### src/hdl/audio_reactive_led_level_assert.svh
// Assertion helpers for the LED level block.
// Both sample on the rising clock edge and are off while reset is high.
`ifndef AUDIO_REACTIVE_LED_LEVEL_ASSERT_SVH
`define AUDIO_REACTIVE_LED_LEVEL_ASSERT_SVH

// The consequent must hold in the same cycle as the antecedent.
`define ARLL_ASSERT_SAME(lbl, ante, cons) \
   lbl: assert property (@(posedge clock) disable iff (reset) (ante) |-> (cons)) \
      else $error("same-cycle check failed");

// The consequent must hold in the cycle after the antecedent.
`define ARLL_ASSERT_NEXT(lbl, ante, cons) \
   lbl: assert property (@(posedge clock) disable iff (reset) (ante) |=> (cons)) \
      else $error("next-cycle check failed");

`endif

### src/hdl/arll_pkg.sv
`timescale 1ns / 1ps
`default_nettype none
package arll_pkg;

   // Register indexes on the csr port
   localparam int unsigned CSR_ADDR_W = 3;
   localparam logic [CSR_ADDR_W-1:0] REG_DC_SHIFT     = 3'd0;
   localparam logic [CSR_ADDR_W-1:0] REG_BASS_SHIFT   = 3'd1;
   localparam logic [CSR_ADDR_W-1:0] REG_TREBLE_RISE  = 3'd2;
   localparam logic [CSR_ADDR_W-1:0] REG_TREBLE_FALL  = 3'd3;
   localparam logic [CSR_ADDR_W-1:0] REG_BASS_RISE    = 3'd4;
   localparam logic [CSR_ADDR_W-1:0] REG_BASS_FALL    = 3'd5;
   localparam logic [CSR_ADDR_W-1:0] REG_TREBLE_FLOOR = 3'd6;
   localparam logic [CSR_ADDR_W-1:0] REG_BASS_FLOOR   = 3'd7;

   // Register reset values
   localparam logic [3:0]  DC_SHIFT_RST     = 4'd5;
   localparam logic [3:0]  BASS_SHIFT_RST   = 4'd3;
   localparam logic [15:0] TREBLE_RISE_RST  = 16'(65535 / 30);
   localparam logic [15:0] TREBLE_FALL_RST  = 16'(65535 / 300);
   localparam logic [15:0] BASS_RISE_RST    = 16'(65535 / 40);
   localparam logic [15:0] BASS_FALL_RST    = 16'(65535 / 700);
   localparam logic [14:0] TREBLE_FLOOR_RST = 15'd70;
   localparam logic [14:0] BASS_FLOOR_RST   = 15'd40;

   // Threshold adaptation
   localparam int unsigned        ADAPT_PERIOD_DEF = 64;
   localparam logic [15:0]        ENERGY_LIMIT     = 16'd4096;
   localparam logic signed [15:0] THRESH_CEIL      = 16'sd32000;

   // Per-channel ramp and threshold settings
   typedef struct packed {
      logic [15:0] rise;
      logic [15:0] fall;
      logic [14:0] floor_v;
   } arll_chan_cfg_type;

   localparam logic [7:0] EXP_TABLE [256] = '{
      8'd0,8'd0,8'd0,8'd0,8'd0,8'd0,8'd0,8'd0,8'd0,8'd1,8'd1,8'd1,8'd1,8'd1,8'd1,8'd1,
      8'd1,8'd1,8'd1,8'd2,8'd2,8'd2,8'd2,8'd2,8'd2,8'd2,8'd2,8'd2,8'd2,8'd2,8'd2,8'd2,
      8'd2,8'd2,8'd2,8'd2,8'd2,8'd2,8'd2,8'd2,8'd2,8'd2,8'd2,8'd3,8'd3,8'd3,8'd3,8'd3,
      8'd3,8'd3,8'd3,8'd3,8'd3,8'd3,8'd3,8'd3,8'd3,8'd3,8'd4,8'd4,8'd4,8'd4,8'd4,8'd4,
      8'd4,8'd4,8'd4,8'd4,8'd4,8'd4,8'd5,8'd5,8'd5,8'd5,8'd5,8'd5,8'd5,8'd5,8'd5,8'd6,
      8'd6,8'd6,8'd6,8'd6,8'd6,8'd6,8'd6,8'd7,8'd7,8'd7,8'd7,8'd7,8'd7,8'd8,8'd8,8'd8,
      8'd8,8'd8,8'd8,8'd9,8'd9,8'd9,8'd9,8'd9,8'd10,8'd10,8'd10,8'd10,8'd10,8'd11,8'd11,
      8'd11,8'd11,8'd12,8'd12,8'd12,8'd12,8'd13,8'd13,8'd13,8'd14,8'd14,8'd14,8'd14,
      8'd15,8'd15,8'd15,8'd16,8'd16,8'd16,8'd17,8'd17,8'd18,8'd18,8'd18,8'd19,8'd19,
      8'd20,8'd20,8'd21,8'd21,8'd21,8'd22,8'd22,8'd23,8'd23,8'd24,8'd24,8'd25,8'd25,
      8'd26,8'd27,8'd27,8'd28,8'd28,8'd29,8'd30,8'd30,8'd31,8'd32,8'd32,8'd33,8'd34,
      8'd35,8'd35,8'd36,8'd37,8'd38,8'd39,8'd39,8'd40,8'd41,8'd42,8'd43,8'd44,8'd45,
      8'd46,8'd47,8'd48,8'd49,8'd50,8'd51,8'd52,8'd53,8'd55,8'd56,8'd57,8'd58,8'd59,
      8'd61,8'd62,8'd63,8'd65,8'd66,8'd68,8'd69,8'd71,8'd72,8'd74,8'd76,8'd77,8'd79,
      8'd81,8'd82,8'd84,8'd86,8'd88,8'd90,8'd92,8'd94,8'd96,8'd98,8'd100,8'd102,8'd105,
      8'd107,8'd109,8'd112,8'd114,8'd117,8'd119,8'd122,8'd124,8'd127,8'd130,8'd133,
      8'd136,8'd139,8'd142,8'd145,8'd148,8'd151,8'd155,8'd158,8'd162,8'd165,8'd169,
      8'd172,8'd176,8'd180,8'd184,8'd188,8'd192,8'd196,8'd201,8'd205,8'd210,8'd214,
      8'd219,8'd224,8'd229,8'd234,8'd239,8'd244,8'd250,8'd255
   };

   localparam logic [7:0] SQRT_TABLE [256] = '{
      8'd0,8'd15,8'd22,8'd27,8'd31,8'd35,8'd39,8'd42,8'd45,8'd47,8'd50,8'd52,8'd55,
      8'd57,8'd59,8'd61,8'd63,8'd65,8'd67,8'd69,8'd71,8'd73,8'd74,8'd76,8'd78,8'd79,
      8'd81,8'd82,8'd84,8'd85,8'd87,8'd88,8'd90,8'd91,8'd93,8'd94,8'd95,8'd97,8'd98,
      8'd99,8'd100,8'd102,8'd103,8'd104,8'd105,8'd107,8'd108,8'd109,8'd110,
      8'd111,8'd112,8'd114,8'd115,8'd116,8'd117,8'd118,8'd119,8'd120,8'd121,8'd122,
      8'd123,8'd124,8'd125,8'd126,8'd127,8'd128,8'd129,8'd130,
      8'd131,8'd132,8'd133,8'd134,8'd135,8'd136,8'd137,8'd138,8'd139,8'd140,8'd141,
      8'd141,8'd142,8'd143,8'd144,8'd145,8'd146,8'd147,8'd148,
      8'd148,8'd149,8'd150,8'd151,8'd152,8'd153,8'd153,8'd154,8'd155,8'd156,8'd157,
      8'd158,8'd158,8'd159,8'd160,8'd161,8'd162,8'd162,8'd163,
      8'd164,8'd165,8'd165,8'd166,8'd167,8'd168,8'd168,8'd169,8'd170,8'd171,8'd171,
      8'd172,8'd173,8'd174,8'd174,8'd175,8'd176,8'd177,8'd177,
      8'd178,8'd179,8'd179,8'd180,8'd181,8'd182,8'd182,8'd183,8'd184,8'd184,8'd185,
      8'd186,8'd186,8'd187,8'd188,8'd188,8'd189,8'd190,8'd190,
      8'd191,8'd192,8'd192,8'd193,8'd194,8'd194,8'd195,8'd196,8'd196,8'd197,8'd198,
      8'd198,8'd199,8'd200,8'd200,8'd201,8'd201,8'd202,8'd203,
      8'd203,8'd204,8'd205,8'd205,8'd206,8'd206,8'd207,8'd208,8'd208,8'd209,8'd210,
      8'd210,8'd211,8'd211,8'd212,8'd213,8'd213,8'd214,8'd214,
      8'd215,8'd216,8'd216,8'd217,8'd217,8'd218,8'd218,8'd219,8'd220,8'd220,8'd221,
      8'd221,8'd222,8'd222,8'd223,8'd224,8'd224,8'd225,8'd225,
      8'd226,8'd226,8'd227,8'd228,8'd228,8'd229,8'd229,8'd230,8'd230,8'd231,8'd231,
      8'd232,8'd233,8'd233,8'd234,8'd234,8'd235,8'd235,8'd236,
      8'd236,8'd237,8'd237,8'd238,8'd238,8'd239,8'd240,8'd240,8'd241,8'd241,8'd242,
      8'd242,8'd243,8'd243,8'd244,8'd244,8'd245,8'd245,8'd246,
      8'd246,8'd247,8'd247,8'd248,8'd248,8'd249,8'd249,8'd250,8'd250,8'd251,8'd251,
      8'd252,8'd252,8'd253,8'd253,8'd254,8'd255
   };

   // Exponential brightness curve indexed by the ramp's high byte
   function automatic logic [7:0] exp_lut(input logic [7:0] idx);
      return EXP_TABLE[idx];
   endfunction

   // Gamma weight of one brightness level
   function automatic logic [7:0] sqrt_lut(input logic [7:0] idx);
      return SQRT_TABLE[idx];
   endfunction

endpackage
`default_nettype wire

### src/hdl/arll_filter.sv
`timescale 1ns / 1ps
`default_nettype none
module arll_filter
   import arll_pkg::*;
(
   input  wire logic               clock,
   input  wire logic               reset,
   input  wire logic               load,
   input  wire logic signed [15:0] sample,
   input  wire logic [3:0]         dc_shift,
   input  wire logic [3:0]         bass_shift,
   output logic [15:0]             bass_mag,
   output logic [15:0]             treble_mag
);

   logic signed [15:0] dc_ff, dc_in;
   logic signed [15:0] smooth_ff, smooth_in;
   logic signed [15:0] bass_ff, bass_in;
   logic signed [15:0] no_dc;
   logic signed [15:0] smooth_sum;
   logic signed [15:0] resid;
   logic [15:0]        bass_mag_ff, treble_mag_ff;

   // Remove DC, average with the previous value, split off the low band
   always_comb begin
      no_dc      = sample - dc_ff;
      dc_in      = dc_ff + (no_dc >>> dc_shift);
      smooth_sum = smooth_ff + no_dc;
      smooth_in  = smooth_sum >>> 1;
      resid      = smooth_in - bass_ff;
      bass_in    = bass_ff + (resid >>> bass_shift);
   end

   // Filter state advances once per accepted transaction
   always_ff @(posedge clock) begin
      if (reset) begin
         dc_ff     <= '0;
         smooth_ff <= '0;
         bass_ff   <= '0;
      end else if (load) begin
         dc_ff     <= dc_in;
         smooth_ff <= smooth_in;
         bass_ff   <= bass_in;
      end
   end

   // Register magnitudes; the most negative value wraps to itself
   always_ff @(posedge clock) begin
      if (load) begin
         bass_mag_ff   <= bass_in[15] ? 16'(16'd0 - bass_in) : bass_in;
         treble_mag_ff <= resid[15] ? 16'(16'd0 - resid) : resid;
      end
   end

   assign bass_mag   = bass_mag_ff;
   assign treble_mag = treble_mag_ff;

endmodule
`default_nettype wire

### src/hdl/arll_chan.sv
`timescale 1ns / 1ps
`default_nettype none
module arll_chan
   import arll_pkg::*;
(
   input  wire logic              clock,
   input  wire logic              reset,
   input  wire logic              advance,
   input  wire logic              period_end,
   input  wire logic [15:0]       mag,
   input  wire logic [14:0]       thresh_init,
   input  wire arll_chan_cfg_type cfg,
   output logic [7:0]             level
);

   logic signed [15:0] thresh_ff, thresh_in;
   logic signed [15:0] up_one, up_val, down_one, down_val;
   logic signed [15:0] thresh_cur;
   logic [15:0]        ramp_ff, ramp_in;
   logic [15:0]        energy_ff, energy_in, energy_base;
   logic [7:0]         level_ff, level_in;
   logic               hit;

   // Adapt the threshold from the energy gathered over the last period
   always_comb begin
      up_one   = thresh_ff + 16'sd1;
      up_val   = up_one + (up_one >>> 10);
      down_one = thresh_ff - (thresh_ff >>> 10);
      down_val = down_one - 16'sd1;
      thresh_in = thresh_ff;
      if (energy_ff > ENERGY_LIMIT) begin
         if (thresh_ff < THRESH_CEIL) begin
            thresh_in = up_val;
         end
      end else if (thresh_ff > $signed({1'b0, cfg.floor_v})) begin
         thresh_in = down_val;
      end
      thresh_cur = period_end ? thresh_in : thresh_ff;
   end

   // Step the ramp up on a hit, down otherwise, hold at the ends
   always_comb begin
      hit     = $signed(mag) > thresh_cur;
      ramp_in = ramp_ff;
      if (hit) begin
         if (ramp_ff <= 16'(16'hFFFF - cfg.rise)) begin
            ramp_in = 16'(ramp_ff + cfg.rise);
         end
      end else if (ramp_ff >= cfg.fall) begin
         ramp_in = 16'(ramp_ff - cfg.fall);
      end
   end

   // Look up brightness and accumulate its gamma weight
   always_comb begin
      level_in    = exp_lut(ramp_in[15:8]);
      energy_base = period_end ? 16'd0 : energy_ff;
      energy_in   = 16'(energy_base + {8'd0, sqrt_lut(level_in)});
   end

   always_ff @(posedge clock) begin
      if (reset) begin
         thresh_ff <= $signed({1'b0, thresh_init});
         ramp_ff   <= '0;
         energy_ff <= '0;
      end else if (advance) begin
         thresh_ff <= thresh_cur;
         ramp_ff   <= ramp_in;
         energy_ff <= energy_in;
      end
   end

   // Result register
   always_ff @(posedge clock) begin
      if (advance) begin
         level_ff <= level_in;
      end
   end

   assign level = level_ff;

endmodule
`default_nettype wire

### src/hdl/audio_reactive_led_level.sv
// Audio reactive LED level.
// Input channel (req_): one signed 16-bit audio sample per transaction.
// Result channel (rsp_): one transaction per sample with the treble and bass
// LED brightness levels, in input order.
// Configuration (csr_): a write port for the eight filter and ramp settings;
// write it only while no transaction is in flight.
// Path: an accepted sample loads the filter registers, then the channel result
// registers, which drive the rsp_ levels together with the rsp_valid register.
// Throughput: one sample per clock cycle while no stalled result is held; the
// filter, threshold, ramp and energy loops each close within one stage.
// Reset: clears the pipeline, filter state, ramps and energies, loads the
// thresholds with their floor defaults and the settings with their defaults.
// Stall: while rsp_stall holds a waiting result, the whole pipeline freezes
// and req_stall is raised in the same cycle; no state advances.
`timescale 1ns / 1ps
`default_nettype none
`include "audio_reactive_led_level_assert.svh"
module audio_reactive_led_level
   import arll_pkg::*;
#(
   parameter int unsigned ADAPT_PERIOD = ADAPT_PERIOD_DEF
) (
   input  wire logic                  clock,
   input  wire logic                  reset,
   input  wire logic                  req_valid,
   output logic                       req_stall,
   input  wire logic signed [15:0]    req_sample,
   output logic                       rsp_valid,
   input  wire logic                  rsp_stall,
   output logic [7:0]                 rsp_treble_level,
   output logic [7:0]                 rsp_bass_level,
   input  wire logic                  csr_we,
   input  wire logic [CSR_ADDR_W-1:0] csr_addr,
   input  wire logic [15:0]           csr_wdata
);

   localparam int unsigned CNT_W = $clog2(ADAPT_PERIOD);
   localparam logic [CNT_W-1:0] CNT_LAST = CNT_W'(ADAPT_PERIOD - 1);

   logic [3:0]        dc_shift_ff, bass_shift_ff;
   arll_chan_cfg_type treble_cfg_ff, bass_cfg_ff;
   logic              s1_valid_ff, s1_valid_in;
   logic              rsp_valid_ff, rsp_valid_in;
   logic              flow;
   logic              take;
   logic              adv2;
   logic              period_end;
   logic [CNT_W-1:0]  cnt_ff, cnt_in;
   logic [15:0]       bass_mag, treble_mag;

   // Settings registers
   always_ff @(posedge clock) begin
      if (reset) begin
         dc_shift_ff           <= DC_SHIFT_RST;
         bass_shift_ff         <= BASS_SHIFT_RST;
         treble_cfg_ff.rise    <= TREBLE_RISE_RST;
         treble_cfg_ff.fall    <= TREBLE_FALL_RST;
         treble_cfg_ff.floor_v <= TREBLE_FLOOR_RST;
         bass_cfg_ff.rise      <= BASS_RISE_RST;
         bass_cfg_ff.fall      <= BASS_FALL_RST;
         bass_cfg_ff.floor_v   <= BASS_FLOOR_RST;
      end else if (csr_we) begin
         unique case (csr_addr)
            REG_DC_SHIFT:     dc_shift_ff           <= csr_wdata[3:0];
            REG_BASS_SHIFT:   bass_shift_ff         <= csr_wdata[3:0];
            REG_TREBLE_RISE:  treble_cfg_ff.rise    <= csr_wdata;
            REG_TREBLE_FALL:  treble_cfg_ff.fall    <= csr_wdata;
            REG_BASS_RISE:    bass_cfg_ff.rise      <= csr_wdata;
            REG_BASS_FALL:    bass_cfg_ff.fall      <= csr_wdata;
            REG_TREBLE_FLOOR: treble_cfg_ff.floor_v <= csr_wdata[14:0];
            REG_BASS_FLOOR:   bass_cfg_ff.floor_v   <= csr_wdata[14:0];
            default: begin
            end
         endcase
      end
   end

   // Pipeline control: advance unless a held result is stalled
   always_comb begin
      flow         = !rsp_valid_ff || !rsp_stall;
      take         = req_valid && flow;
      adv2         = s1_valid_ff && flow;
      s1_valid_in  = flow ? req_valid : s1_valid_ff;
      rsp_valid_in = flow ? s1_valid_ff : rsp_valid_ff;
   end

   always_ff @(posedge clock) begin
      if (reset) begin
         s1_valid_ff  <= 1'b0;
         rsp_valid_ff <= 1'b0;
      end else begin
         s1_valid_ff  <= s1_valid_in;
         rsp_valid_ff <= rsp_valid_in;
      end
   end

   // Adaptation period counter, wraps to zero at the period end
   always_comb begin
      period_end = (cnt_ff == CNT_LAST);
      cnt_in     = period_end ? '0 : CNT_W'(cnt_ff + CNT_W'(1));
   end

   always_ff @(posedge clock) begin
      if (reset) begin
         cnt_ff <= '0;
      end else if (adv2) begin
         cnt_ff <= cnt_in;
      end
   end

   arll_filter u_filter (
      .clock      (clock),
      .reset      (reset),
      .load       (take),
      .sample     (req_sample),
      .dc_shift   (dc_shift_ff),
      .bass_shift (bass_shift_ff),
      .bass_mag   (bass_mag),
      .treble_mag (treble_mag)
   );

   arll_chan u_treble (
      .clock       (clock),
      .reset       (reset),
      .advance     (adv2),
      .period_end  (period_end),
      .mag         (treble_mag),
      .thresh_init (TREBLE_FLOOR_RST),
      .cfg         (treble_cfg_ff),
      .level       (rsp_treble_level)
   );

   arll_chan u_bass (
      .clock       (clock),
      .reset       (reset),
      .advance     (adv2),
      .period_end  (period_end),
      .mag         (bass_mag),
      .thresh_init (BASS_FLOOR_RST),
      .cfg         (bass_cfg_ff),
      .level       (rsp_bass_level)
   );

   assign req_stall = !flow;
   assign rsp_valid = rsp_valid_ff;

   // Checks
   `ARLL_ASSERT_NEXT(a_take_fills_s1, req_valid && !req_stall, s1_valid_ff)
   `ARLL_ASSERT_NEXT(a_s1_moves_out, s1_valid_ff && !req_stall, rsp_valid)
   `ARLL_ASSERT_SAME(a_stall_backs_up, rsp_valid && rsp_stall, req_stall)
   `ARLL_ASSERT_NEXT(a_counter_wraps, adv2 && (cnt_ff == CNT_LAST), cnt_ff == '0)

endmodule
`default_nettype wire

### config.mk
export PLATFORM = sky130hd
export DESIGN_NAME = audio_reactive_led_level
export DESIGN_NICKNAME = d
export VERILOG_FILES = /design/src/hdl/arll_pkg.sv /design/src/hdl/arll_filter.sv /design/src/hdl/arll_chan.sv /design/src/hdl/audio_reactive_led_level.sv
export VERILOG_INCLUDE_DIRS = /design/src /design/src/hdl
export SDC_FILE = /design/constraint.sdc
export NUM_CORES = 2
export LEC_CHECK = 0
export BUFFER_PORTS_ARGS = -buffer_cell sky130_fd_sc_hd__clkbuf_2
export CAP_MARGIN = 15
export CORE_MARGIN = 2
export CORE_UTILIZATION = 65
export DETAILED_ROUTE_END_ITERATION = 8
export GPL_ROUTABILITY_DRIVEN = 0
export PLACE_DENSITY = 0.89
export SYNTH_ARGS = -nofsm -noshare
export SYNTH_HDL_FRONTEND = slang
export SYNTH_SLANG_ARGS = --single-unit
### constraint.sdc
create_clock -name clock -period 14.8 [get_ports clock]
set_input_delay 0.74 -clock clock [delete_from_list [all_inputs] [get_ports clock]]
set_output_delay 0.74 -clock clock [all_outputs]
set_load 0.005 [all_outputs]
# Word-level counts from Yosys, hierarchy flattened
# Memories as Yosys holds them, arrays and structs flattened.
# Cells that the tools add are included.
# totals
romBits	8192
mem_count	4
elab_cells	134
inputBits	40
register_bits	301
output_inout_bits	18
# memory_table
memory	words	width	read_ports	rd_clocked_by_memory_dff	wr	line	text
(name not given)	256	8	1	0	0	arll_pkg.sv:91	return EXP_TABLE[idx];
(name not given)	256	8	1	0	0	arll_pkg.sv:96	return SQRT_TABLE[idx];
(name not given)	256	8	1	0	0	arll_pkg.sv:91	
(name not given)	256	8	1	0	0	arll_pkg.sv:96	
# op_classes
n_addsub	24
n_shift	2
bitwise_logic	4
muxes	27
n_lt_le_gt_ge	16
reduce_logical	19
n_eq_ne	10
# ops
op	n
$mux 16	16
$add 16x16->16	4
$gt 16x16->1	4
$mux 8	8
$sub 16x16->16	3
$ge 9x9->1 const B	4
$not 8->9	4
$add 16x2->16 const B	2
$add 16x6->16	2
$add 16x8->16	2
$ge 16x16->1	2
$gt 16x13->1 const B	2
$le 16x16->1	2
$lt 16x16->1 const B	2
$sshr 16x4->16	2
$sub 1x16->16 const A	2
$sub 16x16->16 const A	2
$sub 16x2->16 const B	2
$sub 16x6->16	2
$mux 15	2
$add 15x16->16	1
$reduce_and 2->1	8
$sub 15x16->16	1
$eq 3x3->1 const B	4
12 further kinds	19

# Logic depth before layout (Yosys ltp)
# logic_depth
word_depth	16
mapped_depth	68
mapped_depth_nobuf	63

# Modules after synthesis
# From an unflattened synthesis, not the netlist that was laid out.
# unflattened
cells_unflattened	4260
area_unflattened_um2	32788.9
# by_module_without_submodules
mod	cells_per_inst	area_each_um2	instances
arll_chan (u_bass)	1393	10475.0	1
arll_chan (u_treble)	1383	10095.9	1
arll_filter	986	8209.1	1
audio_reactive_led_level	498	4008.8	1

# Least setup slack after synthesis
# OpenSTA, ideal clock, no wires.
# synth_timing
path_type	register -> register
startpoint	register u_bass.thresh_ff[6]
endpoint	register u_bass.energy_ff[15]
slack_ps	2673
t_arrival_ps	11999
setup_ps	128
stages_incl_launch_ff	61
n_path_buf	3
cell_sequence	dfxtp_1 clkbuf_1 and4_1 and4_1 and2_1 nand2_1 xnor2_1 fa_1 a21o_1 a21oi_1 o21bai_1 a21oi_1 o21bai_1 a21oi_1 o21bai_1 a21oi_1 o21bai_1 a21oi_1 [25 not listed] o21ai_0 a22o_1 o31ai_1 a2bb2oi_1 ha_1 a21o_1 a21o_1 a21o_1 a21oi_1 o21bai_1 a21oi_1 nor2b_1 o211a_1 and3_1 and4_1 nand3_1 xnor2_1 nor2_1
# synth_via
elab_chain_len	16
elab_cells_between_ends	21
cone_classes	add/sub (5); order compare (3); mux (9); bitwise (2); memory (2)
# synth_lines
item	line	text
from (decl)	arll_chan.sv:16	logic signed [15:0] thresh_ff, thresh_in;
from (signal assigned)	arll_chan.sv:63	thresh_ff <= $signed({1'b0, thresh_init});
from (signal assigned)	arll_chan.sv:67	thresh_ff <= thresh_cur;
$add 16x2->16 or $sub 16x6->16 (tied branches)	arll_chan.sv:26, arll_chan.sv:28	
$add 16x6->16 or $sub 16x2->16 (tied branches)	arll_chan.sv:27, arll_chan.sv:29	
$mux 16, on equally long branches	arll_chan.sv:32, arll_chan.sv:35	
$mux 16	arll_chan.sv:31	if (energy_ff > ENERGY_LIMIT) begin
$mux 16 (*)	arll_chan.sv:38	thresh_cur = period_end ? thresh_in : thresh_ff;
$gt 16x16->1 (*)	arll_chan.sv:43	hit = $signed(mag) > thresh_cur;
$mux 16 (*)	arll_chan.sv:45	if (hit) begin
$not 8->9 (implied by the code) (*)	arll_pkg.sv:91	
$mem_v2 256x8 (*)	-	
$mux 8 (implied by the code) (*) (2 in a row)	arll_pkg.sv:91	
$not 8->9 (implied by the code) (*)	arll_pkg.sv:96	
$mem_v2 256x8 (*)	-	
$mux 8 (implied by the code) (*) (2 in a row)	arll_pkg.sv:96	
$add 16x8->16 (*)	arll_chan.sv:58	energy_in = 16'(energy_base + {8'd0, sqrt_lut(level_in)});
to (signal assigned)	arll_chan.sv:69	energy_ff <= energy_in;
to (decl)	arll_chan.sv:20	logic [15:0] energy_ff, energy_in, energy_base;
# Mark *: on every way between the ends. The rest lies on a longest branch, timed or not. The select of a mux whose other input is x is not followed.
# A chain may end at the register's enable or synchronous reset.

# Worst setup path in the final report
# layout_timing
startpoint	register u_treble.thresh_ff[1]
endpoint	register u_treble.energy_ff[15]
# layout_via
elab_chain_len	16
elab_cells_between_ends	21
cone_classes	add/sub (5); order compare (3); mux (9); bitwise (2); memory (2)
# layout_lines
item	line
from (decl)	arll_chan.sv:16
from (signal assigned)	arll_chan.sv:63
from (signal assigned)	arll_chan.sv:67
$add 16x2->16 or $sub 16x6->16 (tied branches)	arll_chan.sv:26, arll_chan.sv:28
$add 16x6->16 or $sub 16x2->16 (tied branches)	arll_chan.sv:27, arll_chan.sv:29
$mux 16, on equally long branches	arll_chan.sv:32, arll_chan.sv:35
$mux 16	arll_chan.sv:31
$mux 16 (*)	arll_chan.sv:38
$gt 16x16->1 (*)	arll_chan.sv:43
$mux 16 (*)	arll_chan.sv:45
$not 8->9 (implied by the code) (*)	arll_pkg.sv:91
$mem_v2 256x8 (*)	-
$mux 8 (implied by the code) (*) (2 in a row)	arll_pkg.sv:91
$not 8->9 (implied by the code) (*)	arll_pkg.sv:96
$mem_v2 256x8 (*)	-
$mux 8 (implied by the code) (*) (2 in a row)	arll_pkg.sv:96
$add 16x8->16 (*)	arll_chan.sv:58
to (signal assigned)	arll_chan.sv:69
to (decl)	arll_chan.sv:20
# Marks and branches as above.

==> summary.md <==
| Metric | Value |
|---|---|
| Status | completed |
| Die Span Y | approximately 220 µm |
| WP depth | 58 |
| Setup crit end | u_treble.energy_ff[15]$_SDFFE_PP0P_ |
| CP max-delay cell | or3_1 |
| Max transition margin | 0.244 |
| Multi-input gate area | 23100 µm² |
| Clk root buf | clkbuf_16 |
| Reg-to-reg endpoint | u_treble.energy_ff[15]$_SDFFE_PP0P_ |
| Commonest non-fill, non-tap cell in the layout | nand2_1 |
| First-pass GRT wire length | 151000 µm |
| Pin slew with the least headroom to its limit | 1.13 ns |
| CP Max Fanout | 29 |
| Crit share post-route | 0.947 |
| CTS tree | done |
| Die area | 50400 µm² |
| I/O Buffers | 57 |
| # Max-Cap Violations | 0 |
| Clock Skews | 0.0368 ns |
| Yosys reg bits | around 300 |
| Core Box Area | 47800 µm² |
| Post-Syn Instances | 4254 |
| Endpoint class of the critical path | flip-flop |
| DRT Pass-1 Iters | 7 |
| Worst path required time | 15.24 ns |
| Worst EP arrival | 14.46 ns |
| Reg2reg setup slack | roughly 0.79 ns |
| Register Area | 6510 µm² |
| Worst hold margin | 0.452 ns |
| Sequential area share after synthesis | 0.206 |
| Unrepaired setup endpoints after global routing | no |
| Worst skew pair latency | 0.58 ns |
| Prevailing post-synth register cell | dfxtp_1 |
| Drt drc | 0 |
| Synth area leader | dfxtp_1 |
| CP top delay family | compound AO/OA/AOI/OAI gates |
| Layout Nets | 4550 |
| Worst Hold Class | flip-flop to flip-flop |
| Clk sinks | 301 |
| Post-synth EDFFs | 48 |
| WS Path Type | flip-flop to flip-flop |
| Vias per cell | between 6 and 7 |
| Max Root-Sink Buffers | 3 |
| Synth top area share | 0.160 |
| DIE WIDTH | 224 µm |
| Final setup viols | 0 |
| GRT Util Overall | 0.358 |
| Most frequent cells in the layout | 560 x nand2_1, 434 x a21oi_1, 387 x nor2_1 |
| Final hold vios | 0 |
| Hpwl dp | 65200 µm |
| Max incr delay on CP | roughly 0.65 ns |
| Layout fillers | 3737 |
| Startpoint Class | flip-flop |
| First DRT Iteration DRCs | 4561 |
| Vias | 32500 |
| Reg2reg start | u_treble.thresh_ff[1]$_SDFFE_PP1P_ |
| Routed WL per cell | approximately 19 µm |
| Total grt overflow | 0 |
| Cell variety after synth | 119 |
| Layout cells sized above 1 | 0.0739 |
| Worst Path Buf+Inv | 4 |
| Largest net degree at the start of global routing | 81 |
| Worst setup startpoint | u_treble.thresh_ff[1]$_SDFFE_PP1P_ |
| FMAX | 0.0714 GHz |
| Fin crit period | 14.01 ns |
| Clk pin slew, worst setup/hold paths | approximately 0.06 ns |
| Cells on worst reg2reg path | 58 |
| Syn Nets | roughly 4600 |
| # rows | 80 |
| DRT Wirelength | ~92000 µm |
| Average size of a mapped cell | 7.43 µm² |
| Area Growth Syn to Fin | 5.52% |
| Crit path top cell by count | a21oi_1 |
| Post-Synthesis Cell Area | about 32000 µm² |
| CTS Buf Count | 36 |
| Initial antenna violation count | 2 |
| Vias in the first global route | 30600 |
| Top post-synthesis cells by area | dfxtp_1 16%, ha_1 13%, a21oi_1 6.9% |
| Setup TNS | 0 ns |
| Detail Route Antenna Nets | 0 |
| Io pins | 58 |
| Initial Util | 0.660 |
| H-tree depth | 2 |
| YS warnings | 0 |
| Synth async-reset ratio | 0 |
| Slew Limit Fails | 0 |
[state kept, by name (all words and copies together), names as in the netlist, 4 cells and up]
name                 cells
u_filter.smooth_ff      15
u_treble.level           8
bass_shift_ff            4
u_treble.thresh_ff      16
u_bass.ramp_ff          16
u_bass.level             8
u_filter.bass_mag       16
cnt_ff                   6
dc_shift_ff              4
treble_cfg_ff           47
u_treble.ramp_ff        16
u_filter.dc_ff          16
u_treble.energy_ff      16
u_filter.bass_ff        16
u_bass.thresh_ff        16
u_filter.treble_mag     16
u_bass.energy_ff        16
bass_cfg_ff             47
[cell usage after synthesis (78+ instances only)]
library cell and n:
o21ai_0 214, mux2i_1 96, ha_1 326, nor3_1 78, nand3_1 91, inv_1 256, dfxtp_1 253, xnor2_1 156
a21oi_1 434, nor2_1 390, a211oi_1 90, nand2_1 561, clkbuf_1 150
[cell families (layout without fill, tap and decap cells)]
kind of cell | Yosys count | count (layout) | share of synthesized area
adders and majority gates | 344 | 344 | 0.140
muxes | 122 | 122 | 0.0422
buffers and inverters | 516 | 457 | 0.0665
xor gates and xnor gates | 226 | 226 | 0.0631
DFF | 301 | 301 | 0.206
and+or+nand+nor | 1402 | 1402 | 0.201
other | 0 | 2 | 0
AOI/OAI and AO/OA | 1343 | 1343 | 0.281
[layer usage]
layer | global-route usage | wire, µm | vias to the layer above
met1 | 0.460 | 36400 | 14800
met2 | 0.571 | 40900 | 2027
met5 | 0 | 0 | -
met3 | 0.0664 | 10300 | 421
li1 | - | - | 15200
met4 | 0.190 | 4790 | 0
[worst min path at each step]
stage | from | to | slack, ns | cells after the start
CTS | bass_cfg_ff[26]$_SDFFE_PP0P_ | bass_cfg_ff[26]$_SDFFE_PP0P_ | 0.46 | 2
finish | treble_cfg_ff[20]$_SDFFE_PP0P_ | treble_cfg_ff[20]$_SDFFE_PP0P_ | 0.45 | 2
global placement | bass_cfg_ff[6]$_SDFFE_PP0P_ | bass_cfg_ff[6]$_SDFFE_PP0P_ | 0.44 | 2
floorplan | bass_cfg_ff[10]$_SDFFE_PP0P_ | bass_cfg_ff[10]$_SDFFE_PP0P_ | 0.44 | 2
global route | treble_cfg_ff[7]$_SDFFE_PP0P_ | treble_cfg_ff[7]$_SDFFE_PP0P_ | 0.47 | 2
detailed placement | bass_cfg_ff[26]$_SDFFE_PP0P_ | bass_cfg_ff[26]$_SDFFE_PP0P_ | 0.45 | 2
[worst register-to-register path: cells and delay by family, from the launching register on]
kind / cells / cell delay, ns
muxes: 2 / 0.62
DFF: 1 / 0.51
and+or+nand+nor: 18 / 3.86
buffers and inverters: 4 / 0.91
AOI/OAI and AO/OA: 27 / 6.09
xor gates and xnor gates: 2 / 0.42
adders and majority gates: 5 / 1.44
[per-stage QoR]
step | util | instances | cell area (µm²) | setup slack, ns
3_5_place_dp | 0.670 | 4739 | 32000 | 0.719
2_1_floorplan | - | 4254 | 31600 | 2.67
5_1_grt | 0.697 | 4812 | 33300 | 0.00185
4_1_cts | 0.695 | 4803 | 33300 | 0.654
6_report | 0.697 | 4812 | 33300 | 0.787
3_3_place_gp | 0.670 | 4739 | 32000 | 1.16
[what timing repair did]
action                     CTS  global route
hold buffers                 0             0
setup buffers                0             4
resized for setup            0             9
setup endpoints to repair    0            12
[area by class of cell]
type / count / share of cell area
Multi-Input combinational cell: 3437 / 0.691
Clock buffer: 47 / 0.0320
Antenna cell: 2 / 0.000150
Sequential cell: 301 / 0.195
Tap cell: 615 / 0.0231
Timing Repair Buffer: 119 / 0.0227
Clock inverter: 17 / 0.00447
Inverter: 274 / 0.0310
Power is left out: the tool's default activity adds up to more than one toggle a clock period on the data nets, which glitch-free logic cannot reach.
